==> src/rtl/sdt_pkg.sv <==
`timescale 1ns / 1ps

package sdt_pkg;

   // Fixed field widths of the item and result channels.
   localparam int SYM_W       = 20;
   localparam int LEN_W       = 4;
   localparam int NUM_SYMBOLS = 10;
   localparam int IDX_W       = 7;
   localparam int TOTAL_W     = 8;
   localparam int TARGET_W    = 8;

   localparam int REQ_W = 24;
   localparam int RSP_W = 24;

   localparam logic [TARGET_W-1:0] TARGET_RESET = 8'd128;

   localparam int CAPACITY_DEFAULT   = 128;
   localparam int MAX_LENGTH_DEFAULT = 10;

   typedef enum logic [2:0] {
      ST_IDLE = 3'b001,
      ST_SCAN = 3'b010,
      ST_DONE = 3'b100
   } state_type;

   typedef struct packed {
      logic start;
      logic scan;
      logic finish;
   } cmd_type;

   typedef struct packed {
      logic hit;
      logic scan_end;
      logic out_free;
   } status_type;

endpackage

==> src/rtl/sdt_ram.sv <==
`timescale 1ns / 1ps

module sdt_ram #(
   parameter int WIDTH = 24,
   parameter int DEPTH = 128,
   parameter int AW    = (DEPTH > 1) ? $clog2(DEPTH) : 1
) (
   input  logic             clock,
   input  logic             wr_en,
   input  logic [AW-1:0]    wr_addr,
   input  logic [WIDTH-1:0] wr_data,
   input  logic             rd_en,
   input  logic [AW-1:0]    rd_addr,
   output logic [WIDTH-1:0] rd_data
);

   logic [WIDTH-1:0] mem [DEPTH];
   logic [WIDTH-1:0] rd_data_ff;

   always_ff @(posedge clock) begin
      if (wr_en) begin
         mem[wr_addr] <= wr_data;
      end
      if (rd_en) begin
         rd_data_ff <= mem[rd_addr];
      end
   end

   assign rd_data = rd_data_ff;

endmodule

==> src/rtl/sdt_ctrl.sv <==
`timescale 1ns / 1ps

module sdt_ctrl (
   input  logic                clock,
   input  logic                reset,
   input  logic                req_tvalid,
   output logic                req_tready,
   input  sdt_pkg::status_type status,
   output sdt_pkg::cmd_type    cmd
);

   sdt_pkg::state_type state_ff, state_in;

   always_comb begin
      state_in   = state_ff;
      cmd        = '0;
      req_tready = 1'b0;
      unique case (state_ff)
         sdt_pkg::ST_IDLE: begin
            req_tready = 1'b1;
            if (req_tvalid) begin
               cmd.start = 1'b1;
               state_in  = sdt_pkg::ST_SCAN;
            end
         end
         sdt_pkg::ST_SCAN: begin
            cmd.scan = 1'b1;
            if (status.hit || status.scan_end) begin
               state_in = sdt_pkg::ST_DONE;
            end
         end
         sdt_pkg::ST_DONE: begin
            // Hold the verdict until the result register can take it.
            if (status.out_free) begin
               cmd.finish = 1'b1;
               state_in   = sdt_pkg::ST_IDLE;
            end
         end
         default: begin
            state_in = sdt_pkg::ST_IDLE;
         end
      endcase
   end

   always_ff @(posedge clock) begin
      if (reset) begin
         state_ff <= sdt_pkg::ST_IDLE;
      end else begin
         state_ff <= state_in;
      end
   end

endmodule

==> src/rtl/sdt_datapath.sv <==
`timescale 1ns / 1ps

module sdt_datapath #(
   parameter int CAPACITY   = sdt_pkg::CAPACITY_DEFAULT,
   parameter int MAX_LENGTH = sdt_pkg::MAX_LENGTH_DEFAULT
) (
   input  logic                          clock,
   input  logic                          reset,
   input  sdt_pkg::cmd_type              cmd,
   output sdt_pkg::status_type           status,
   input  logic [sdt_pkg::REQ_W-1:0]     req_tdata,
   input  logic                          csr_valid,
   input  logic [sdt_pkg::TARGET_W-1:0]  csr_data,
   output logic                          rsp_tvalid,
   input  logic                          rsp_tready,
   output logic [sdt_pkg::RSP_W-1:0]     rsp_tdata
);

   localparam int CW    = $clog2(CAPACITY + 1);
   localparam int AW    = (CAPACITY > 1) ? $clog2(CAPACITY) : 1;
   localparam int KEY_W = sdt_pkg::LEN_W + sdt_pkg::SYM_W;

   logic [KEY_W-1:0]             key_ff;
   logic [CW-1:0]                count_ff, count_in;
   logic [CW-1:0]                scan_idx_ff;
   logic [AW-1:0]                cmp_idx_ff;
   logic                         cmp_valid_ff;
   logic                         found_ff;
   logic [AW-1:0]                found_idx_ff;
   logic [sdt_pkg::TARGET_W-1:0] target_ff;
   logic                         rsp_valid_ff, rsp_valid_in;
   logic [sdt_pkg::RSP_W-1:0]    rsp_data_ff, rsp_data_in;

   logic [sdt_pkg::SYM_W-1:0]    in_sym;
   logic [sdt_pkg::LEN_W-1:0]    in_len;
   logic [sdt_pkg::SYM_W-1:0]    kept_sym;
   logic [sdt_pkg::LEN_W-1:0]    kept_len;
   logic                         issue;
   logic [KEY_W-1:0]             rd_data;
   logic                         hit;
   logic                         room;
   logic                         insert;
   logic [AW-1:0]                idx_sel;
   logic [31:0]                  idx_wide;
   logic [31:0]                  total_wide;

   assign in_sym = req_tdata[sdt_pkg::SYM_W-1:0];
   assign in_len = req_tdata[sdt_pkg::SYM_W +: sdt_pkg::LEN_W];

   // Saturate the length and clear the symbols beyond it, so that equal
   // sequences always give equal stored keys.
   always_comb begin
      kept_len = in_len;
      if (int'(in_len) > MAX_LENGTH) begin
         kept_len = sdt_pkg::LEN_W'(MAX_LENGTH);
      end
      kept_sym = '0;
      for (int i = 0; i < sdt_pkg::NUM_SYMBOLS; i++) begin
         if (i < int'(kept_len)) begin
            kept_sym[2*i +: 2] = in_sym[2*i +: 2];
         end
      end
   end

   assign issue = cmd.scan && (scan_idx_ff < count_ff);
   assign hit   = cmp_valid_ff && (rd_data == key_ff);

   assign room   = count_ff < CW'(CAPACITY);
   assign insert = !found_ff && room;

   sdt_ram #(
      .WIDTH (KEY_W),
      .DEPTH (CAPACITY),
      .AW    (AW)
   ) u_ram (
      .clock   (clock),
      .wr_en   (cmd.finish && insert),
      .wr_addr (count_ff[AW-1:0]),
      .wr_data (key_ff),
      .rd_en   (issue),
      .rd_addr (scan_idx_ff[AW-1:0]),
      .rd_data (rd_data)
   );

   assign status.hit      = hit;
   assign status.scan_end = !issue && !cmp_valid_ff;
   assign status.out_free = !rsp_valid_ff || rsp_tready;

   always_comb begin
      count_in = count_ff;
      if (cmd.finish && insert) begin
         count_in = count_ff + CW'(1);
      end
      idx_sel = '0;
      if (found_ff) begin
         idx_sel = found_idx_ff;
      end else if (room) begin
         idx_sel = count_ff[AW-1:0];
      end
      idx_wide   = 32'(idx_sel);
      total_wide = 32'(count_in);
      rsp_data_in = '0;
      rsp_data_in[0]    = !found_ff;
      rsp_data_in[1]    = insert;
      rsp_data_in[8:2]  = idx_wide[sdt_pkg::IDX_W-1:0];
      rsp_data_in[16:9] = total_wide[sdt_pkg::TOTAL_W-1:0];
      rsp_data_in[17]   = !found_ff && !room;
      rsp_data_in[18]   = total_wide >= 32'(target_ff);
      rsp_valid_in = rsp_valid_ff;
      if (cmd.finish) begin
         rsp_valid_in = 1'b1;
      end else if (rsp_tready) begin
         rsp_valid_in = 1'b0;
      end
   end

   always_ff @(posedge clock) begin
      if (reset) begin
         count_ff     <= '0;
         target_ff    <= sdt_pkg::TARGET_RESET;
         rsp_valid_ff <= 1'b0;
         cmp_valid_ff <= 1'b0;
         found_ff     <= 1'b0;
         scan_idx_ff  <= '0;
      end else begin
         count_ff     <= count_in;
         rsp_valid_ff <= rsp_valid_in;
         if (csr_valid) begin
            target_ff <= csr_data;
         end
         if (cmd.start) begin
            scan_idx_ff  <= '0;
            cmp_valid_ff <= 1'b0;
            found_ff     <= 1'b0;
         end else if (cmd.scan) begin
            cmp_valid_ff <= issue;
            if (issue) begin
               scan_idx_ff <= scan_idx_ff + CW'(1);
            end
            if (hit) begin
               found_ff <= 1'b1;
            end
         end else begin
            cmp_valid_ff <= 1'b0;
         end
      end
   end

   always_ff @(posedge clock) begin
      if (cmd.start) begin
         key_ff <= {kept_len, kept_sym};
      end
      if (issue) begin
         cmp_idx_ff <= scan_idx_ff[AW-1:0];
      end
      if (cmd.scan && hit) begin
         found_idx_ff <= cmp_idx_ff;
      end
      if (cmd.finish) begin
         rsp_data_ff <= rsp_data_in;
      end
   end

   assign rsp_tvalid = rsp_valid_ff;
   assign rsp_tdata  = rsp_data_ff;

endmodule

==> src/rtl/sequence_dedup_table.sv <==
`timescale 1ns / 1ps

// Insert-if-absent table of short 2-bit symbol sequences.
// The req_ channel takes one sequence per item; the rsp_ channel returns
// one result item for each, in order. The csr_ channel writes the target
// count and is always ready; write it only while the block is idle.
// Each item is compared with the stored entries one per cycle through the
// single read port of the entry memory, lowest index first, stopping at the
// first match. One item is worked on at a time; req_tready is high only
// while the block waits for an item, from the cycle after the result is
// loaded at the earliest.
// A result waits in an output register while rsp_tready is low; the next
// item is accepted and scanned meanwhile and its result is held back until
// the register frees. Reset empties the table (the entry count goes to
// zero, no memory pass needed), sets the target count to 128 and drops any
// pending result.
module sequence_dedup_table #(
   parameter int CAPACITY   = sdt_pkg::CAPACITY_DEFAULT,
   parameter int MAX_LENGTH = sdt_pkg::MAX_LENGTH_DEFAULT
) (
   input  logic                          clock,
   input  logic                          reset,
   input  logic                          req_tvalid,
   output logic                          req_tready,
   // Fields from bit 0: symbols[19:0], seq_length[23:20].
   input  logic [sdt_pkg::REQ_W-1:0]     req_tdata,
   output logic                          rsp_tvalid,
   input  logic                          rsp_tready,
   // Fields from bit 0: is_unique[0], inserted[1], match_index[8:2],
   // stored_total[16:9], table_full[17], target_reached[18], zeros above.
   output logic [sdt_pkg::RSP_W-1:0]     rsp_tdata,
   input  logic                          csr_valid,
   output logic                          csr_ready,
   input  logic [sdt_pkg::TARGET_W-1:0]  csr_data
);

   sdt_pkg::cmd_type    cmd;
   sdt_pkg::status_type status;

   assign csr_ready = 1'b1;

   sdt_ctrl u_ctrl (
      .clock      (clock),
      .reset      (reset),
      .req_tvalid (req_tvalid),
      .req_tready (req_tready),
      .status     (status),
      .cmd        (cmd)
   );

   sdt_datapath #(
      .CAPACITY   (CAPACITY),
      .MAX_LENGTH (MAX_LENGTH)
   ) u_datapath (
      .clock      (clock),
      .reset      (reset),
      .cmd        (cmd),
      .status     (status),
      .req_tdata  (req_tdata),
      .csr_valid  (csr_valid),
      .csr_data   (csr_data),
      .rsp_tvalid (rsp_tvalid),
      .rsp_tready (rsp_tready),
      .rsp_tdata  (rsp_tdata)
   );

endmodule

==> config.mk <==
export PLATFORM = sky130hd
export DESIGN_NAME = sequence_dedup_table
export DESIGN_NICKNAME = d
export VERILOG_FILES = /design/src/rtl/sdt_pkg.sv /design/src/rtl/sdt_ram.sv /design/src/rtl/sdt_ctrl.sv /design/src/rtl/sdt_datapath.sv /design/src/rtl/sequence_dedup_table.sv
export SDC_FILE = /design/constraint.sdc
export NUM_CORES = 2
export LEC_CHECK = 0
export ABC_CLOCK_PERIOD_IN_PS = 5300
export BUFFER_PORTS_ARGS = -buffer_cell sky130_fd_sc_hd__buf_2
export CAP_MARGIN = 20
export CELL_PAD_IN_SITES_DETAIL_PLACEMENT = 1
export CELL_PAD_IN_SITES_GLOBAL_PLACEMENT = 2
export CORE_MARGIN = 1.5
export CORE_UTILIZATION = 49
export CTS_CLUSTER_DIAMETER = 30
export CTS_CLUSTER_SIZE = 24
export DETAILED_ROUTE_END_ITERATION = 8
export PLACE_DENSITY_LB_ADDON = 0.1
export SYNTH_ARGS = -nofsm -noshare
export SYNTH_HDL_FRONTEND = slang
export SYNTH_SLANG_ARGS = --single-unit
==> constraint.sdc <==
create_clock -name clock -period 5.3 [get_ports clock]
set_input_delay 0 -clock clock [delete_from_list [all_inputs] [get_ports clock]]
set_output_delay 0 -clock clock [all_outputs]
set_load 0.01 [all_outputs]
==> summary.md <==
| Metric | Value |
|---|---|
| Outcome | `finished clean` |
| Final wirelength | `384,300 um` |
| Final min period | `4.411 ns` |
| Port buffer count | `57` |
| Antenna viol nets, final | `0` |
| Synth Warn # | `0` |
| Root Buffer | `clkbuf_16` |
| Row Count | `183` |
| Area of the multi-input gates | `26,190 um2` |
| CP Class | `flop to flop` |
| Clk buf depth | `4` |
| Leakage | `48.14 nW` |
| Crit Path Max Fanout | `45` |
| CP dominant cell by count | `buf_12` |
| Power per cell area | `448.8 nW/um2` |
| Max_cap viols | `0` |
| Min-Delay Path Class | `input port to flop` |
| Mapped Cells | `6,006` |
| Initial DRC Count | `7,402` |
| Dominant synthesized flop cell | `edfxtp_1` |
| Gr ovfl total | `0` |
| Critical Path RT | `5.96 ns` |
| Cell taking the most area after synthesis | `edfxtp_1` |
| Distinct cells, synth | `70` |
| Final Worst Setup Slack | `0.8886 ns` |
| Worst skew pair latency | `1.00 ns` |
| Peak Freq | `226.7 MHz` |
| Cell Area, Synth | `123,100 um2` |
| Die span in y | `504.2 um` |
| Remaining DRCs | `0` |
| Final Slew Violations | `0` |
| Critical path's largest stage delay | `0.91 ns` |
| Async SR Flop Fraction | `0%` |
| FF+latch count, synth | `3,183` |
| Post-synth top area share | `76.92%` |
| Initial antenna violation count | `19` |
| Final Hold Vio Count | `0` |
| Core Area | `249,100 um2` |
| Worst slew pin tran | `1.350 ns` |
| Setup crit end kind | `flop` |
| Area Overhead vs Synth | `23.16%` |
| RSZ-0062 raised after global routing | `false` |
| Synth top cells by count | `edfxtp_1 (3,153), mux4_2 (515), mux2i_1 (502)` |
| Mean post-synth cell area | `20.49 um2` |
| Synth top area cells | `edfxtp_1 (77%), mux4_2 (9.4%), mux2i_1 (4.1%), a21oi_1 (0.79%), a22oi_1 (0.77%)` |
| Seq/Total Area, Yosys | `77.41%` |
| Global-route wire length before repair | `538,500 um` |
| Initial core utilization | `49.41%` |
| EDFF count, synth | `3,153` |
| GR Util All Layers | `30.17%` |
| Setup TNS Final | `0 ns` |
| Sequential standard cell area | `95,310 um2` |
| Critical path data arrival time | `5.08 ns` |
| Num CTS Buffers | `633` |
| Final-layout fill cell count | `20.85k` |
| Final HPWL DP | `218,400 um` |
| Crit path cell chain | `buf_12 -> buf_12 -> buf_4 -> mux4_2 -> a22o_1 -> a2111oi_0 -> a211o_1 -> a22oi_1` |
| # nets final | `6,908` |
| Final period util | `83.23%` |
| Fraction of layout cells with a size suffix above 1 | `29.84%` |
| Via count | `66.52k` |
| DR vias/cell | `6.220` |
| CTS Sinks | `3,183` |
| TritonCTS clock tree | `built` |
| Worst VDD drop | `0.3263 mV` |
| Rel. slew slack | `9.448%` |
| WL per Instance | `35.93 um` |
| Clock slew at reported path FFs | `0.05 ns` |
| First-pass DRT Iterations | `5` |
| Place WS | `0.9960 ns` |
| Vias in the first global route | `69.86k` |
| GP Congestion | `0.8721` |
| Critical path's slowest cell | `a2111oi_0` |
| IO Pins | `64` |
| CTS H-tree lvls | `6` |
| Die footprint | `254,200 um2` |
| Top-count cell post-synth | `edfxtp_1` |
| Pin count of the biggest net entering global routing | `129` |
| Critical Path Source Type | `flop` |
| Die W | `504.2 um` |
| # setup viols final | `0` |
| Clock Skew | `0.04982 ns` |
## power by group
group | switching, mW | total, mW | internal (mW)
combinational | 0.701 | 0.829 | 0.127
clock | 13.3 | 39.3 | 26.0
sequential | 0.0522 | 28.0 | 27.9
total | 14.0 | 68.0 | 54.0
## critical path: cells and delay by family, from the launching register on
kind | cells | cell delay (ns)
AO/OA/AOI/OAI | 4 | 1.82
buffers and inverters | 3 | 1.12
flip-flops | 1 | 0.73
multiplexers | 1 | 0.37
## layout make-up
class | count | area share (%)
inverters | 22 | 0.05777
well taps | 3330 | 2.748
clock inverters | 425 | 3.131
flip-flops and latches | 3183 | 62.87
multi-input cells | 2458 | 17.28
diodes | 6 | 0.009904
clock buffers | 715 | 10.75
repair buffers | 556 | 3.161
## per-stage QoR
step / cell area, um2 / total power [mW] / utilization, % / std cells / hold slack (ns)
5_1_grt: 151600 / 69.55 / 60.85 / 10690 / 0.08339
3_5_place_dp: 129400 / 29.17 / 51.95 / 9437 / 0.2485
4_1_cts: 151500 / 68.40 / 60.83 / 10685 / 0.005031
3_3_place_gp: 129300 / 29.12 / 51.90 / 9423 / 0.2335
6_report: 151600 / 68.04 / 60.85 / 10695 / 0.07264
2_1_floorplan: 123100 / 28.72 / - / 6010 / 0.1304
## kinds of logic after synthesis
family | synth area share [%]
other cells | 0.006101
flops | 77.41
mux | 14.18
fa+ha+maj | 0.1728
compound gates | 4.241
buf+inv | 1.719
xor+xnor | 0.2633
simple gates | 2.009
## layout by cell type, fill, tap and decap left out, types with 24 or more instances in the layout
master	Yosys	routed
inv_6	0	30
buf_2	116	59
mux2_2	74	74
nor2_1	183	52
o21ai_0	59	59
buf_4	45	343
a22o_1	47	47
clkbuf_1	120	75
buf_12	0	38
bufinv_16	0	79
a22oi_1	127	127
a21oi_1	194	194
xnor2_1	25	25
edfxtp_1	3153	3153
nor3_1	27	24
nand3_1	61	61
nand2_1	184	173
a31oi_1	34	34
clkinv_4	0	36
o22ai_1	66	66
dlygate4sd3_1	0	108
clkbuf_16	0	640
clkinvlp_4	0	57
nor2_2	2	126
a2111oi_0	51	48
clkinv_1	0	92
mux4_2	515	515
nor2b_1	30	25
clkinv_2	0	107
mux2i_1	502	502
## layer usage
layer | vias to the layer above | wire [um] | global-route usage, %
met1 | 36010 | 153100 | 40.42
li1 | 26909 | - | -
met3 | 664 | 29480 | 6.475
met2 | 2932 | 185400 | 48.04
met4 | 4 | 16190 | 12.91
met5 | - | 27 | 0
## registers in the layout, summed over array words and instances (netlist names), 8 cells and up
signal and count:
u_datapath.scan_idx_ff 8, u_datapath.u_ram.mem 3072, u_datapath.key_ff 24, u_datapath.u_ram.rd_data 24, u_datapath.count_ff 8, u_datapath.target_ff 8
u_datapath.rsp_tdata 19
## final timing paths
path	from	end	slack [ns]	depth (start not counted)
max	u_datapath.scan_idx_ff[1]	u_datapath.u_ram.rd_data[3]	0.89	8
min	req_tdata[23]	u_datapath.key_ff[22]	0.07	3
max reg2reg	u_datapath.scan_idx_ff[1]	u_datapath.u_ram.rd_data[3]	0.89	8
min reg2reg	u_datapath.cmp_idx_ff[2]	u_datapath.found_idx_ff[2]	0.42	0
## what timing repair did
action | in CTS | in global routing
gates resized for setup | 0 | 0
endpoints found under the hold margin | 97 | 0
hold buffers | 108 | 0
setup buffers | 0 | 0
Note: power is estimated with default switching activity, not from simulation.
